===== src/hw/rtl/psl_pkg.sv =====
// shared types and constants for the positional sequence list
package psl_pkg;

    localparam int DEPTH_DEF = 1024;
    localparam int POS_W     = 11;
    localparam int VAL_W     = 32;
    localparam int CNT_W     = 11;

    typedef enum logic [1:0] {
        OP_INSERT = 2'd0,
        OP_DELETE = 2'd1,
        OP_GET    = 2'd2,
        OP_SORT   = 2'd3
    } t_op;

    typedef enum logic [1:0] {
        ST_OK    = 2'd0,
        ST_RANGE = 2'd1,
        ST_FULL  = 2'd2
    } t_status;

    typedef struct packed {
        t_status                   status;
        logic signed [VAL_W-1:0]   read_value;
        logic        [CNT_W-1:0]   count_now;
    } t_result;

endpackage


===== src/hw/rtl/psl_outbuf.sv =====
// result register between the sequencer and the output channel
module psl_outbuf (
    input  logic             i_clk,
    input  logic             i_rst_n,
    input  logic             i_push,
    input  psl_pkg::t_result i_res,
    input  logic             i_stall,
    output logic             o_free,
    output logic             o_valid,
    output psl_pkg::t_result o_res
);

    logic             r_valid;
    psl_pkg::t_result r_res;

    assign o_free  = !r_valid || !i_stall;
    assign o_valid = r_valid;
    assign o_res   = r_res;

    always_ff @(posedge i_clk) begin
        if (!i_rst_n) begin
            r_valid <= 1'b0;
        end else if (i_push) begin
            r_valid <= 1'b1;
        end else if (!i_stall) begin
            r_valid <= 1'b0;
        end
    end

    always_ff @(posedge i_clk) begin
        if (i_push) begin
            r_res <= i_res;
        end
    end

endmodule


===== config.mk =====
export PLATFORM = sky130hd
export DESIGN_NAME = psl_outbuf
export DESIGN_NICKNAME = d
export VERILOG_FILES = /design/src/hw/rtl/psl_pkg.sv /design/src/hw/rtl/psl_outbuf.sv
export SDC_FILE = /design/constraint.sdc
export NUM_CORES = 1
export LEC_CHECK = 0
export ABC_AREA = 1
export ABC_CLOCK_PERIOD_IN_PS = 800
export BUFFER_PORTS_ARGS = -buffer_cell sky130_fd_sc_hd__buf_2
export CAP_MARGIN = 20
export CORE_UTILIZATION = 43
export DETAILED_ROUTE_END_ITERATION = 8
export PLACE_DENSITY = 0.83
export SETUP_SLACK_MARGIN = 0.05
export SLEW_MARGIN = 20
export SYNTH_ARGS = -nofsm -noshare
export SYNTH_HDL_FRONTEND = slang
export SYNTH_SLANG_ARGS = --single-unit
export TNS_END_PERCENT = 1

===== constraint.sdc =====
create_clock -name i_clk -period 0.8 [get_ports i_clk]
set_input_delay 0.04 -clock i_clk [delete_from_list [all_inputs] [get_ports i_clk]]
set_output_delay 0.04 -clock i_clk [all_outputs]
set_load 0.01 [all_outputs]

# After elaboration in Yosys (flattened, before gate mapping)

Index checks and enable logic that the tools add are counted.

Register bits: 46
Input bits: 49
Output and inout bits: 47
Logic and storage cells: 10

Equality and inequality tests: 1
Multiplexer cells: 2
Reductions and logical operators: 3

Operators with widths:

| kind                                         | number |
|---|---|
| 1-bit logical NOT                            | 2 |
| 1-bit two-way mux                            | 2 |
| 2-bit inequality test, second input constant | 1 |
| 1-bit logical OR                             | 1 |

# Depth between registers and ports, before layout

Depth in word-level cells: 2
Depth in mapped cells: 2
Mapped depth without buffers: 2

# Worst setup path before layout

OpenSTA, ideal clock, no wires.

Path kind: register to register
From: register o_valid (netlist name)
To: register r_valid (netlist: o_valid)
Arrival: 570 ps
Setup slack: 164 ps
Cell stages (with the launch flop): 3
Path buffers: 0
Cells stage by stage: dfxtp_1 > nand2_2 > a21oi_2

RTL lines:

| what                 | line             | RTL |
|---|---|---|
| end signal, assigned | psl_outbuf.sv:22 | `r_valid <= 1'b0;` |
| end signal, assigned | psl_outbuf.sv:24 | `r_valid <= 1'b1;` |
| end signal, assigned | psl_outbuf.sv:26 | `r_valid <= 1'b0;` |
| end, declared        | psl_outbuf.sv:13 | `logic r_valid;` |

# Worst setup path in the final report

From: register r_res, in the netlist o_res[19]
To: output port o_res[19] in the netlist's numbering

RTL lines:

| what                   | line             | RTL |
|---|---|---|
| start, declared        | psl_outbuf.sv:14 | `psl_pkg::t_result r_res;` |
| start signal, assigned | psl_outbuf.sv:32 | `r_res <= i_res;` |
| end, declared          | psl_outbuf.sv:10 | `output psl_pkg::t_result o_res` |

No word-level cell between the ends.

==> out/qor.yml <==
grt:
  grt_max_degree: 47
  grt_overflow_total: 0
  grt_usage_pct: 20.5
  antenna_found_initial: 0
  grt_pass1_vias: 1064
  grt_pass1_wl_microns: 4930
clocking:
  root_buffer: "clkbuf_4"
  cts-htree-levels: 2
  cts_hold_buf: 46
  clk_latency_ns: 0.33
  cts-buffers-inserted: 5
  clock_path_buffers: 2
  cts_tree: "yes"
  post_cts_buffers: 0
  clk_pin_slew_ns: 0.12
  cts.sinks: 46
setup_path:
  path_buf_inv: 1
  r2r-start: "o_valid"
  cp.arrival_ns: 0.92
  cp_max_fo: 1
  critPathSlowestCell: "edfxtp_1"
  reg2reg_to: "o_valid"
  critPathCaptureType: "output port"
  path_class: "reg -> out"
  startpoint: "o_res[19]"
  critPathLaunchType: "flop"
  path_cells: "buf_2"
  cp.required_ns: 0.76
  max_stage_delay_ns: 0.42
  reg2reg_depth: 2
  r2r_setup_slack_ns: 0.18
  critPathTopFamily: "flip-flops"
logic_synthesis:
  ys_seq_area_share_pct: 98.4
  synth_top_area_share_pct: 96.9
  synth_cells: 50
  synth_area_leaders: "edfxtp_1, dfxtp_1, a21oi_2, inv_1, nand2_2"
  post_synth_num_cell_types: 5
  synth.most_common_cell: "edfxtp_1"
  synthesis.nets: 99
  yosysWarningCount: 0
  synth_common_cells: "edfxtp_1, inv_1, a21oi_2, dfxtp_1, nand2_2"
  synth-edff-count: 45
  yosys_most_used_dff: "edfxtp_1"
  synth_area_leader_cell: "edfxtp_1"
  ys_seq_elements: 46
  syn_area_sq_um: 1390
  syn_area_per_cell_sq_um: 27.9
  async_flop_share_pct: 0
final_layout:
  nNetsFinal: 248
  drive_gt1_share_pct: 53.3
  postLayoutCellArea_sq_um: 2470
  areaGrowthSynthToFinish_pct: 76.9
  diodes: 0
detailed_routing:
  vias: 1050
  drtIter0Drc: 49
  finalWirelength_microns: 3500
  drcViolationCount: 0
  vias_per_cell: 4.32
  wl_per_cell_microns: 14.4
  antenna_left: 0
  drtPass1Iterations: 3
die:
  initial_core_util_pct: 45.7
  pin_count: 96
  die_h_microns: 58.9
  die_area_sq_um: 3470
  fp.dieW_microns: 58.9
  coreArea_sq_um: 3050
  fp-row-count: 20
timing:
  clock.fmax_mhz: 1040
  max_slew_margin_pct: 84.4
  min_period_ns: 0.963
  worstMarginPinSlew_ns: 0.234
  hold_slack_ns: -0.0171
  hold_viol: 1
  slew_viol_final: 0
  period_share_pct: 120
  setup_viol: 47
  fin_ws_ns: -0.163
  skew_ns: 0
  rsz0062_at_grt: "true"
power_and_ir_drop:
  p_int_mw: 3.53
  p_switching_mw: 0.971
  p_sw_share_pct: 21.6
  pwr-share-seq_pct: 64.4
  p_leak_nw: 1.07
  combPwrFrac_pct: 14.4
  peakVddDrop_v: 0.00105
  power_density_nw_per_um2: 1830
  pwr-share-clk_pct: 21.1
placed_design:
  finalWeightedCongestion: 0.649
  io_buffers: 95
  hpwl_microns: 1890
  placed_cell_area_sq_um: 1940
  post-place-ws_ns: 0.0791
min_path:
  hp-class: "in -> reg"
  hold_depth: 3
  hold_start: "i_stall"
  worstHoldEndpoint: "o_valid"
outcome:
  outcome: "finished with violations"
  violations: "hold timing, setup timing"
run:
  drv_cap: 0
==> cell usage in the layout (no fill, tap or decap), drive strengths merged <==
| cell | instances |
|---|---|
| a21oi | 1 |
| buf | 96 |
| clkbuf | 5 |
| clkinv | 2 |
| dfxtp | 1 |
| dlygate4sd3 | 46 |
| edfxtp | 45 |
| inv | 2 |
| nand2 | 1 |
==> cells by family (layout without fill, tap and decap cells) <==
| logic type | after synthesis | after routing | synth area share, % |
|---|---|---|---|
| compound gates | 1 | 1 | 0.628 |
| buf+inv | 2 | 151 | 0.539 |
| simple gates | 1 | 1 | 0.449 |
| flops | 46 | 46 | 98.4 |
==> what timing repair did <==
action | 4_1_cts | 5_1_grt
resized for setup | 2 | 1
endpoints found under the hold margin | 46 | 1
gates cloned | 0 | 0
setup endpoints to repair | 47 | 47
==> power groups by stage <==
stage	Combinational, mW	Clock, mW	Sequential, mW
after floorplan	0.00854	0	3.06
after global placement	0.444	0	2.94
after detailed placement	0.460	0	2.95
after CTS	0.639	0.991	2.89
after global routing	0.694	1.10	2.92
final	0.650	0.953	2.90
==> sequential cells by signal, summed over array words and instances (netlist names) <==
name / cells
o_res: 45
o_valid: 1
==> worst max-delay path by stage <==
stage / to / slack [ns] / depth (start not counted)
after floorplan: o_valid / 0.16 / 2
after detailed placement: o_res[21] / 0.08 / 2
after global routing: o_res[19] / -0.21 / 1
final: o_res[19] / -0.16 / 1
after CTS: o_res[20] / -0.14 / 1
after global placement: o_res[21] / 0.1 / 2
==> cell type report <==
cell class,count,area [sq um]
sequential,46,1370
timing repair buffer,142,968
fill,181,587
tap,44,55.1
clock buffer,5,37.5
multi-input combinational,2,15.0
clock inverter,2,10.0
inverter,2,7.51
==> routing by layer <==
| layer | up-vias | part of all wire (%) | track usage, % |
|---|---|---|---|
| met5 | - | 0 | 0 |
| met4 | 0 | 0.69 | 5.10 |
| met3 | 4 | 8.7 | 8.13 |
| met2 | 66 | 54 | 36.0 |
| met1 | 488 | 36 | 23.2 |
| li1 | 492 | - | - |
==> stage by stage <==
step / total power, mW / setup TNS (ns) / instances / utilization (%)
5_1_grt: 4.71 / -7.32 / 243 / 80.8
3_3_place_gp: 3.39 / 0 / 190 / 63.7
4_1_cts: 4.52 / -5.02 / 243 / 80.6
6_report: 4.51 / -4.80 / 243 / 80.8
2_1_floorplan: 3.07 / 0 / 50 / -
3_5_place_dp: 3.41 / 0 / 190 / 63.7
No activity file was read; power rests on OpenSTA's default activity.
